<file path="src/vld_pkg.sv">
`timescale 1ns / 1ps
// ============================================================================
// vld_pkg: shared types and constants of the varint length deframer
// Holds result status codes, length prefix codes and the record that the
// parser front hands to the formatting back through the queue.
// ============================================================================
package vld_pkg;

    // Width of the varint value field in its longest (4-byte) form
    localparam int VARINT_BITS = 30;
    localparam int CONSUMED_BITS = 31;
    localparam int QUEUE_DEPTH = 2;

    // Value bits carried by the first length byte
    localparam logic [7:0] VALUE_BITS_MASK = 8'h3f;
    localparam int PREFIX_SHIFT = 6;

    typedef enum logic [1:0] {
        ST_OK         = 2'd0,
        ST_RESERVED   = 2'd1,
        ST_INCOMPLETE = 2'd2
    } status_t;

    // Top two bits of the first length byte
    localparam logic [1:0] PREFIX_ONE      = 2'b00;
    localparam logic [1:0] PREFIX_TWO      = 2'b01;
    localparam logic [1:0] PREFIX_FOUR     = 2'b10;
    localparam logic [1:0] PREFIX_FOUR_ALT = 2'b11;

    localparam logic [2:0] VSIZE_NONE = 3'd0;
    localparam logic [2:0] VSIZE_ONE  = 3'd1;
    localparam logic [2:0] VSIZE_TWO  = 3'd2;
    localparam logic [2:0] VSIZE_FOUR = 3'd4;

    // One classified item waiting to be turned into a result
    typedef struct packed {
        status_t                  status;
        logic                     has_data;
        logic [7:0]               data;
        logic [7:0]               flag;
        logic [VARINT_BITS-1:0]   len;
        logic [2:0]               vsize;
        logic                     len_known;
        logic                     last;
    } cmd_t;

endpackage

</file>
<file path="src/varint_length_deframer.sv">
`timescale 1ns / 1ps
// Each result passes through a queue entry and then the output register.
// Throughput: one byte per cycle while the result queue is not full.
// Bytes keep flowing while up to two results wait behind a stalled consumer.
// Reset (rst_n low, asynchronous): parser hunts for a flag byte, queue and
// output are empty, flag_mask returns to 1.
// ============================================================================
// varint_length_deframer: splits a byte stream into length-prefixed frames
// Each frame is a flag byte, a varint payload length (1, 2 or 4 bytes) and
// the payload; every payload byte comes out tagged with its frame's fields.
// ============================================================================
module varint_length_deframer #(
    parameter int LENGTH_BITS = 30
) (
    input  logic                              clk,
    input  logic                              rst_n,
    // flag mask register
    input  logic                              flag_mask_we,
    input  logic [7:0]                        flag_mask_data,
    // byte stream
    input  logic                              byte_valid,
    output logic                              byte_ready,
    input  logic [7:0]                        byte_in,
    input  logic                              buffer_end,
    // results
    output logic                              result_valid,
    input  logic                              result_ready,
    output logic [1:0]                        status,
    output logic                              has_data,
    output logic [7:0]                        data_out,
    output logic [7:0]                        frame_flag,
    output logic [vld_pkg::VARINT_BITS-1:0]   payload_length,
    output logic [vld_pkg::CONSUMED_BITS-1:0] consumed_length,
    output logic                              last
);
    import vld_pkg::*;

    logic [7:0] flag_mask_reg;

    // Front to queue
    logic       push;
    cmd_t       push_cmd;
    logic       queue_full;

    // Queue to back
    logic       head_valid;
    cmd_t       head_cmd;
    logic       pop;

    // Hold the allowed flag bits; the user must write them only while the block is idle (not enforced)
    always_ff @(posedge clk or negedge rst_n)
    begin
        if (!rst_n)
        begin
            flag_mask_reg <= 8'd1;
        end
        else if (flag_mask_we)
        begin
            flag_mask_reg <= flag_mask_data;
        end
    end

    // Parse bytes and classify each into at most one result record
    vld_front #(
        .LENGTH_BITS (LENGTH_BITS)
    ) u_front (
        .clk        (clk),
        .rst_n      (rst_n),
        .flag_mask  (flag_mask_reg),
        .byte_valid (byte_valid),
        .byte_ready (byte_ready),
        .byte_in    (byte_in),
        .buffer_end (buffer_end),
        .queue_full (queue_full),
        .push       (push),
        .cmd        (push_cmd)
    );

    // Decouple the parser from output stalls
    vld_queue u_queue (
        .clk        (clk),
        .rst_n      (rst_n),
        .push       (push),
        .push_cmd   (push_cmd),
        .full       (queue_full),
        .head_valid (head_valid),
        .head_cmd   (head_cmd),
        .pop        (pop)
    );

    // Fill in length fields and present each result from a register
    vld_back u_back (
        .clk             (clk),
        .rst_n           (rst_n),
        .head_valid      (head_valid),
        .head_cmd        (head_cmd),
        .pop             (pop),
        .result_valid    (result_valid),
        .result_ready    (result_ready),
        .status          (status),
        .has_data        (has_data),
        .data_out        (data_out),
        .frame_flag      (frame_flag),
        .payload_length  (payload_length),
        .consumed_length (consumed_length),
        .last            (last)
    );

endmodule

</file>
<file path="src/vld_front.sv">
`timescale 1ns / 1ps
// ============================================================================
// vld_front: frame parser front end
// Accepts one stream byte per cycle while the queue has room, tracks the frame phase and pushes a
// result record into the queue whenever a byte produces a result.
// ============================================================================
module vld_front #(
    parameter int LENGTH_BITS = 30
) (
    input  logic          clk,
    input  logic          rst_n,
    input  logic [7:0]    flag_mask,
    input  logic          byte_valid,
    output logic          byte_ready,
    input  logic [7:0]    byte_in,
    input  logic          buffer_end,
    input  logic          queue_full,
    output logic          push,
    output vld_pkg::cmd_t cmd
);
    import vld_pkg::*;

    localparam logic [VARINT_BITS-1:0] MAX_LEN =
        VARINT_BITS'((64'd1 << LENGTH_BITS) - 64'd1);

    typedef enum logic [2:0] {
        PH_FLAG    = 3'b001,
        PH_LENGTH  = 3'b010,
        PH_PAYLOAD = 3'b100
    } phase_t;

    phase_t                  phase_reg, phase_next;
    logic [7:0]              flag_reg, flag_next;
    logic [1:0]              left_reg, left_next;
    logic [VARINT_BITS-1:0]  acc_reg, acc_next;
    logic [LENGTH_BITS-1:0]  payload_left_reg, payload_left_next;
    logic [2:0]              vsize_reg, vsize_next;

    logic                    accept;
    logic [2:0]              vs_new;
    logic [1:0]              left_new;
    logic [VARINT_BITS-1:0]  acc_new;
    logic [VARINT_BITS-1:0]  acc_sat;
    logic                    fin;

    assign byte_ready = !queue_full;
    assign accept     = byte_valid && byte_ready;
    assign fin        = (payload_left_reg <= LENGTH_BITS'(1));

    // Length byte decode: first byte picks the form, later bytes shift in
    always_comb
    begin
        vs_new   = vsize_reg;
        left_new = left_reg - 2'd1;
        acc_new  = {acc_reg[VARINT_BITS-9:0], byte_in};
        if (vsize_reg == VSIZE_NONE)
        begin
            unique case (byte_in[7:PREFIX_SHIFT]) inside
                PREFIX_ONE:                  vs_new = VSIZE_ONE;
                PREFIX_TWO:                  vs_new = VSIZE_TWO;
                PREFIX_FOUR, PREFIX_FOUR_ALT: vs_new = VSIZE_FOUR;
            endcase
            left_new = 2'(vs_new - 3'd1);
            acc_new  = VARINT_BITS'(byte_in & VALUE_BITS_MASK);
        end
        acc_sat = (acc_new > MAX_LEN) ? MAX_LEN : acc_new;
    end

    always_comb
    begin
        phase_next        = phase_reg;
        flag_next         = flag_reg;
        left_next         = left_reg;
        acc_next          = acc_reg;
        payload_left_next = payload_left_reg;
        vsize_next        = vsize_reg;
        push              = 1'b0;
        cmd.status        = ST_OK;
        cmd.has_data      = 1'b0;
        cmd.data          = 8'd0;
        cmd.flag          = flag_reg;
        cmd.len           = acc_reg;
        cmd.vsize         = vsize_reg;
        cmd.len_known     = 1'b0;
        cmd.last          = 1'b0;
        if (accept)
        begin
            unique case (phase_reg)
                PH_LENGTH:
                begin
                    if (left_new == 2'd0)
                    begin
                        cmd.len       = acc_sat;
                        cmd.vsize     = vs_new;
                        cmd.len_known = 1'b1;
                        if (acc_sat == '0)
                        begin
                            // empty frame: one result, then back to flag hunt
                            push              = 1'b1;
                            cmd.last          = 1'b1;
                            phase_next        = PH_FLAG;
                            flag_next         = 8'd0;
                            left_next         = 2'd0;
                            acc_next          = '0;
                            payload_left_next = '0;
                            vsize_next        = VSIZE_NONE;
                        end
                        else
                        begin
                            phase_next        = PH_PAYLOAD;
                            acc_next          = acc_sat;
                            vsize_next        = vs_new;
                            left_next         = 2'd0;
                            payload_left_next = acc_sat[LENGTH_BITS-1:0];
                            if (buffer_end)
                            begin
                                push       = 1'b1;
                                cmd.status = ST_INCOMPLETE;
                            end
                        end
                    end
                    else
                    begin
                        acc_next   = acc_new;
                        vsize_next = vs_new;
                        left_next  = left_new;
                        if (buffer_end)
                        begin
                            push       = 1'b1;
                            cmd.status = ST_INCOMPLETE;
                        end
                    end
                end
                PH_PAYLOAD:
                begin
                    push          = 1'b1;
                    cmd.status    = (buffer_end && !fin) ? ST_INCOMPLETE : ST_OK;
                    cmd.has_data  = 1'b1;
                    cmd.data      = byte_in;
                    cmd.len_known = 1'b1;
                    cmd.last      = fin;
                    if (fin)
                    begin
                        phase_next        = PH_FLAG;
                        flag_next         = 8'd0;
                        left_next         = 2'd0;
                        acc_next          = '0;
                        payload_left_next = '0;
                        vsize_next        = VSIZE_NONE;
                    end
                    else
                    begin
                        payload_left_next = payload_left_reg - LENGTH_BITS'(1);
                    end
                end
                default:
                begin
                    // flag hunt: start a fresh frame either way
                    left_next         = 2'd0;
                    acc_next          = '0;
                    payload_left_next = '0;
                    vsize_next        = VSIZE_NONE;
                    cmd.flag          = byte_in;
                    if ((byte_in & ~flag_mask) != 8'd0)
                    begin
                        push       = 1'b1;
                        cmd.status = ST_RESERVED;
                        phase_next = PH_FLAG;
                        flag_next  = 8'd0;
                    end
                    else
                    begin
                        phase_next = PH_LENGTH;
                        flag_next  = byte_in;
                        if (buffer_end)
                        begin
                            push       = 1'b1;
                            cmd.status = ST_INCOMPLETE;
                        end
                    end
                end
            endcase
        end
    end

    always_ff @(posedge clk or negedge rst_n)
    begin
        if (!rst_n)
        begin
            phase_reg        <= PH_FLAG;
            flag_reg         <= 8'd0;
            left_reg         <= 2'd0;
            acc_reg          <= '0;
            payload_left_reg <= '0;
            vsize_reg        <= VSIZE_NONE;
        end
        else
        begin
            phase_reg        <= phase_next;
            flag_reg         <= flag_next;
            left_reg         <= left_next;
            acc_reg          <= acc_next;
            payload_left_reg <= payload_left_next;
            vsize_reg        <= vsize_next;
        end
    end

`ifndef SYNTHESIS
    a_payload_nonzero: assert property (@(posedge clk) disable iff (!rst_n)
        phase_reg == PH_PAYLOAD |-> acc_reg != '0 && payload_left_reg != '0
                                    && vsize_reg != VSIZE_NONE)
        else $error("payload phase with empty length");

    a_fresh_length: assert property (@(posedge clk) disable iff (!rst_n)
        phase_reg == PH_LENGTH && vsize_reg == VSIZE_NONE |-> left_reg == 2'd0
                                                             && acc_reg == '0)
        else $error("length decode did not start clean");

    a_reserved_empty: assert property (@(posedge clk) disable iff (!rst_n)
        push && cmd.status == ST_RESERVED |-> !cmd.has_data && !cmd.last
                                              && !cmd.len_known)
        else $error("reserved flag result carries frame data");
`endif

endmodule

</file>
<file path="src/vld_queue.sv">
`timescale 1ns / 1ps
// ============================================================================
// vld_queue: short record queue between parser and output stage
// Two register entries; lets the front keep taking bytes while a result
// waits at the output.
// ============================================================================
module vld_queue (
    input  logic          clk,
    input  logic          rst_n,
    input  logic          push,
    input  vld_pkg::cmd_t push_cmd,
    output logic          full,
    output logic          head_valid,
    output vld_pkg::cmd_t head_cmd,
    input  logic          pop
);
    import vld_pkg::*;

    cmd_t       entry_reg [QUEUE_DEPTH];
    logic       wr_ptr_reg, wr_ptr_next;
    logic       rd_ptr_reg, rd_ptr_next;
    logic [1:0] count_reg, count_next;

    assign full       = (count_reg == 2'(QUEUE_DEPTH));
    assign head_valid = (count_reg != 2'd0);
    assign head_cmd   = entry_reg[rd_ptr_reg];

    always_comb
    begin
        wr_ptr_next = push ? !wr_ptr_reg : wr_ptr_reg;
        rd_ptr_next = pop ? !rd_ptr_reg : rd_ptr_reg;
        count_next  = count_reg + 2'(push) - 2'(pop);
    end

    always_ff @(posedge clk)
    begin
        if (push)
        begin
            entry_reg[wr_ptr_reg] <= push_cmd;
        end
    end

    always_ff @(posedge clk or negedge rst_n)
    begin
        if (!rst_n)
        begin
            wr_ptr_reg <= 1'b0;
            rd_ptr_reg <= 1'b0;
            count_reg  <= 2'd0;
        end
        else
        begin
            wr_ptr_reg <= wr_ptr_next;
            rd_ptr_reg <= rd_ptr_next;
            count_reg  <= count_next;
        end
    end

`ifndef SYNTHESIS
    a_no_overflow: assert property (@(posedge clk) disable iff (!rst_n)
        push |-> !full)
        else $error("queue written while full");

    a_no_underflow: assert property (@(posedge clk) disable iff (!rst_n)
        pop |-> head_valid)
        else $error("queue read while empty");
`endif

endmodule

</file>
<file path="src/vld_back.sv">
`timescale 1ns / 1ps
// ============================================================================
// vld_back: result formatting and output register
// Takes queued records, fills in the frame length fields and holds each
// result until the consumer takes it.
// ============================================================================
module vld_back (
    input  logic                            clk,
    input  logic                            rst_n,
    input  logic                            head_valid,
    input  vld_pkg::cmd_t                   head_cmd,
    output logic                            pop,
    output logic                            result_valid,
    input  logic                            result_ready,
    output logic [1:0]                      status,
    output logic                            has_data,
    output logic [7:0]                      data_out,
    output logic [7:0]                      frame_flag,
    output logic [vld_pkg::VARINT_BITS-1:0] payload_length,
    output logic [vld_pkg::CONSUMED_BITS-1:0] consumed_length,
    output logic                            last
);
    import vld_pkg::*;

    logic                     valid_reg, valid_next;
    logic [1:0]               status_reg;
    logic                     has_data_reg;
    logic [7:0]               data_reg;
    logic [7:0]               flag_reg;
    logic [VARINT_BITS-1:0]   plen_reg;
    logic [CONSUMED_BITS-1:0] clen_reg;
    logic                     last_reg;
    logic [CONSUMED_BITS-1:0] total;

    assign pop        = head_valid && (!valid_reg || result_ready);
    assign valid_next = pop || (valid_reg && !result_ready);

    // Flag byte + varint bytes + payload
    assign total = CONSUMED_BITS'(1) + CONSUMED_BITS'(head_cmd.vsize)
                 + CONSUMED_BITS'(head_cmd.len);

    always_ff @(posedge clk)
    begin
        if (pop)
        begin
            status_reg   <= head_cmd.status;
            has_data_reg <= head_cmd.has_data;
            data_reg     <= head_cmd.has_data ? head_cmd.data : 8'd0;
            flag_reg     <= head_cmd.flag;
            plen_reg     <= head_cmd.len_known ? head_cmd.len : '0;
            clen_reg     <= head_cmd.len_known ? total : '0;
            last_reg     <= head_cmd.last;
        end
    end

    always_ff @(posedge clk or negedge rst_n)
    begin
        if (!rst_n)
        begin
            valid_reg <= 1'b0;
        end
        else
        begin
            valid_reg <= valid_next;
        end
    end

    assign result_valid    = valid_reg;
    assign status          = status_reg;
    assign has_data        = has_data_reg;
    assign data_out        = data_reg;
    assign frame_flag      = flag_reg;
    assign payload_length  = plen_reg;
    assign consumed_length = clen_reg;
    assign last            = last_reg;

endmodule

</file>
<file path="config.mk">
export PLATFORM = sky130hd
export DESIGN_NAME = varint_length_deframer
export DESIGN_NICKNAME = d
export VERILOG_FILES = /design/src/vld_pkg.sv /design/src/varint_length_deframer.sv /design/src/vld_front.sv /design/src/vld_queue.sv /design/src/vld_back.sv
export SDC_FILE = /design/constraint.sdc
export NUM_CORES = 1
export LEC_CHECK = 0
export BUFFER_PORTS_ARGS = -buffer_cell sky130_fd_sc_hd__buf_2
export CAP_MARGIN = 15
export CORE_MARGIN = 8
export CORE_UTILIZATION = 54
export DETAILED_ROUTE_END_ITERATION = 8
export PLACE_DENSITY = 0.76
export SLEW_MARGIN = 0
export SYNTH_ARGS = -nofsm -noshare
export SYNTH_HDL_FRONTEND = slang
export SYNTH_HIERARCHICAL = 1
export SYNTH_SLANG_ARGS = --single-unit
export TNS_END_PERCENT = 30
</file>
<file path="constraint.sdc">
create_clock -name clk -period 5.2 [get_ports clk]
set_input_delay 0.52 -clock clk [delete_from_list [all_inputs] [get_ports clk]]
set_output_delay 0.52 -clock clk [all_outputs]
set_load 0.1 [all_outputs]
</file>
==> metrics.md <==
| Metric | Value |
|---|---|
| GRT met3 Usage | `0.0314` |
| Part of the cycle the worst path needs | `0.883` |
| Core Area | `0.0240 mm^2` |
| Share of post-route cells with drive strength above 1 | `0.235` |
| Initial antenna violation count | `0` |
| Post-Synthesis Cell Area | `0.0131 mm^2` |
| Die height | `172 um` |
| Combinational Power Share | `0.443` |
| Clock Power Share | `0.207` |
| Layout Nets | `1120` |
| Initial core utilization | `0.543` |
| Antenna diode count | `0` |
| RSZ-0062 raised after global routing | `no` |
| Post-CTS sizing | `0` |
| Clock skew | `approximately 0.017 ns` |
| Cts hold-fix bufs | `0` |
| CTS Sinks | `278` |
| Worst-skew pair later-pin latency | `approximately 0.53 ns` |
| Fmax | `approximately 0.22 GHz` |
| Post-DP HPWL | `18.9 mm` |
| Total routed wirelength | `~28 mm` |
| Cell area power density | `644 mW/mm^2` |
| Commonest non-fill, non-tap cell in the layout | `edfxtp_1` |
| Crit. End Element | `flop` |
| Vias in the first global route | `8319` |
| Post-synthesis cell count | `995` |
| Wire per inst | `19.5 um` |
| Chip Width | `172 um` |
| Via Count | `8633` |
| Sequential share of power | `0.350` |
| Fraction of registers with async set/reset | `0.320` |
| Switch share | `0.454` |
| Maximum vdd drop | `0.573 mV` |
| #FFs+latches synth | `about 280` |
| Static Leak | `6.11 nW` |
| Top Usage Layer GRT | `met2` |
| Syn-to-layout area delta | `12.6%` |
| Final Hold Viols | `0` |
| Net Switching | `4.29 mW` |
| GPL Wtd Cong | `0.898` |
| Internal power | `a little over 5 mW` |
| GRT overflow | `0` |
| Area leader, netlist | `edfxtp_1` |
| Final setup TNS | `0 ns` |
| Port-buffer cells | `104` |
| Crit path DAT | `a little under 5 ns` |
| Synth Area per Inst | `13.1 um^2` |
| Final instance area | `0.0147 mm^2` |
| First-pass GRT wire length | `44.8 mm` |
| Sequential area share after synthesis | `0.605` |
| Synth Warn # | `6` |
| CTS tree | `built` |
| Reported max-cap violation count | `0` |
| CTS root buffer | `clkbuf_16` |
| WP data required | `5.43 ns` |
| Critical Path Max Stage Delay | `0.62 ns` |
| Die ar. | `0.0294 mm^2` |
| Vias per cell | `roughly 6` |
| Worst setup path class | `reg -> reg` |
| Most used DFF post-synth | `edfxtp_1` |
| Worst-margin pin slew | `roughly 1.1 ns` |
| Run status | `complete, no violations` |
| Final setup fails | `0` |
| IO Pins | `105` |
| Clock-pin slew on the worst setup and hold paths | `0.06 ns` |
| Fillers | `1846` |
| Crit-path leading delay family | `simple AND/OR/NAND/NOR gates` |
| DRC viols | `0` |
| FF+latch area | `0.00791 mm^2` |
| Commonest cells after routing, fill and taps aside | `edfxtp_1 (189), buf_2 (103), dfrtp_1 (86), mux2_4 (57), nand2_1 (55)` |
| Critical path buffer and inverter count | `1` |
| Max-Slew Margin vs Limit | `0.280` |
| Slew Limit Fails | `0` |
| Largest cells by area after synthesis | `edfxtp_1 (43%), dfrtp_1 (17%), mux2_4 (6.6%)` |
| Post-DP Area | `around 0.014 mm^2` |
| Max reg flops | `108` |
| M2 GR Usage | `0.308` |
| Number of buffers created by CTS | `27` |
| Setup bufs post-CTS | `0` |
| Critical path launch point type | `flop` |
| Worst-path cell chain | `or3_1, nor3_1, a21o_1, ha_1, nor3b_1, nand4_1, or2_2, o2bb2ai_1, a21oi_1, nor2b_4, buf_4` |
| First-pass DRT Iterations | `5` |
| Total track usage | `0.190` |
| Initial drt markers | `810` |
| Clock Path Buffers | `3` |
| Post-synth EDFFs | `approximately 190` |
| Net count after synthesis | `1026` |
| Tmin final | `4.59 ns` |
| Largest net degree at the start of global routing | `75` |
| Final ANT Viol Nets | `0` |
| Total power | `about 9.5 mW` |
| Multi-input logic area | `0.00469 mm^2` |
| Post-synth top area share | `0.435` |
| # rows | `57` |
| H-tree lvl count | `1` |
| Met1 usage | `0.263` |
| Worst hold path type | `in -> async` |
| Worst path slowest cell | `nor2b_4` |
| Crit-path max FO | `20` |
| Synth cell types | `73` |
## path summary, 6_finish.rpt
| kind | from | endpoint | slack [ns] | depth (start not counted) |
|---|---|---|---|---|
| hold / removal | rst_n | u_front/flag_reg[0] | 0.01 | 1 |
| setup reg to reg | u_front/vsize_reg[2] | u_queue/entry_reg[0][37] | 0.61 | 11 |
| min in group clk | flag_mask_data[1] | flag_mask_reg[1] | 0.22 | 2 |
| hold reg to reg | u_front/acc_reg[28] | u_front/acc_reg[28] | 0.49 | 1 |
| max in group asynchronous | rst_n | u_front/phase_reg[0] | 4.18 | 2 |
| setup / recovery | u_front/vsize_reg[2] | u_queue/entry_reg[0][37] | 0.61 | 11 |
## final cells by class
type | count | area share
Clock inverter | 21 | 0.0146
Inverter | 36 | 0.00919
Timing Repair Buffer | 119 | 0.0449
Sequential cell | 278 | 0.538
Clock buffer | 29 | 0.0465
Multi-Input combinational cell | 627 | 0.319
Tap cell | 324 | 0.0276
## worst register-to-register path: cells and delay by family, from the launching register on
kind                     cells  cell delay, ns
buffers and inverters        1            0.31
AND/OR/NAND/NOR              6            2.57
AO/OA/AOI/OAI                3            0.75
adder cells (fa/ha/maj)      1            0.27
flip-flops                   1            0.40
## per-stage QoR
| step | utilization | std cells | setup WS, ns | hold slack (ns) |
|---|---|---|---|---|
| global placement | 0.574 | 1384 | 0.923 | 0.473 |
| global route | 0.612 | 1434 | 0.338 | 0.0592 |
| floorplan | - | 995 | 0.609 | 0.224 |
| CTS | 0.612 | 1434 | 0.691 | 0.0264 |
| finish | 0.612 | 1434 | 0.606 | 0.0141 |
| detailed placement | 0.574 | 1384 | 0.773 | 0.479 |
## power groups by stage
stage / Clock (mW) / Combinational (mW) / Sequential (mW)
final: 1.96 / 4.19 / 3.31
after global routing: 2.07 / 4.39 / 3.38
after CTS: 1.99 / 4.21 / 3.32
after detailed placement: 0 / 4.20 / 3.36
after global placement: 0 / 4.16 / 3.33
after floorplan: 0 / 1.48 / 5.46
## Yosys cell counts, types with 5 or more instances
master and instances:
edfxtp_1 189, dfrtp_1 87, mux2_4 57, nand2_1 55
nor2_1 55, o21ai_0 42, and2_1 39, inv_1 35
clkbuf_1 32, nand3_1 30, nor4_1 23, or4_1 22
a22oi_1 21, o31ai_1 21, a21oi_1 20, a22o_1 18
mux2_2 18, mux2_1 14, nand4_1 14, nor3_1 13
or3_1 13, mux2i_1 12, xor2_1 12, and3_1 10
ha_1 8, o211ai_1 8, xnor2_1 8, nand2b_1 7
a32oi_1 6, buf_1 6, buf_6 6, o21a_1 6
and4_1 5, buf_12 5
## cells by family after synthesis
group	Yosys count	share of synthesized area
and+or+nand+nor	314	0.134
DFF	278	0.605
AOI/OAI and AO/OA	182	0.0973
muxes	101	0.102
buffers and inverters	90	0.0362
xor gates and xnor gates	21	0.0152
adders and majority gates	9	0.00920
## routing by layer
layer / routed length [um] / vias up
met3: 2300 / 44
met5: 0 / -
li1: - / 3975
met1: 11900 / 4243
met2: 13300 / 371
met4: 444 / 0
Power figures use the tool's default switching activity.
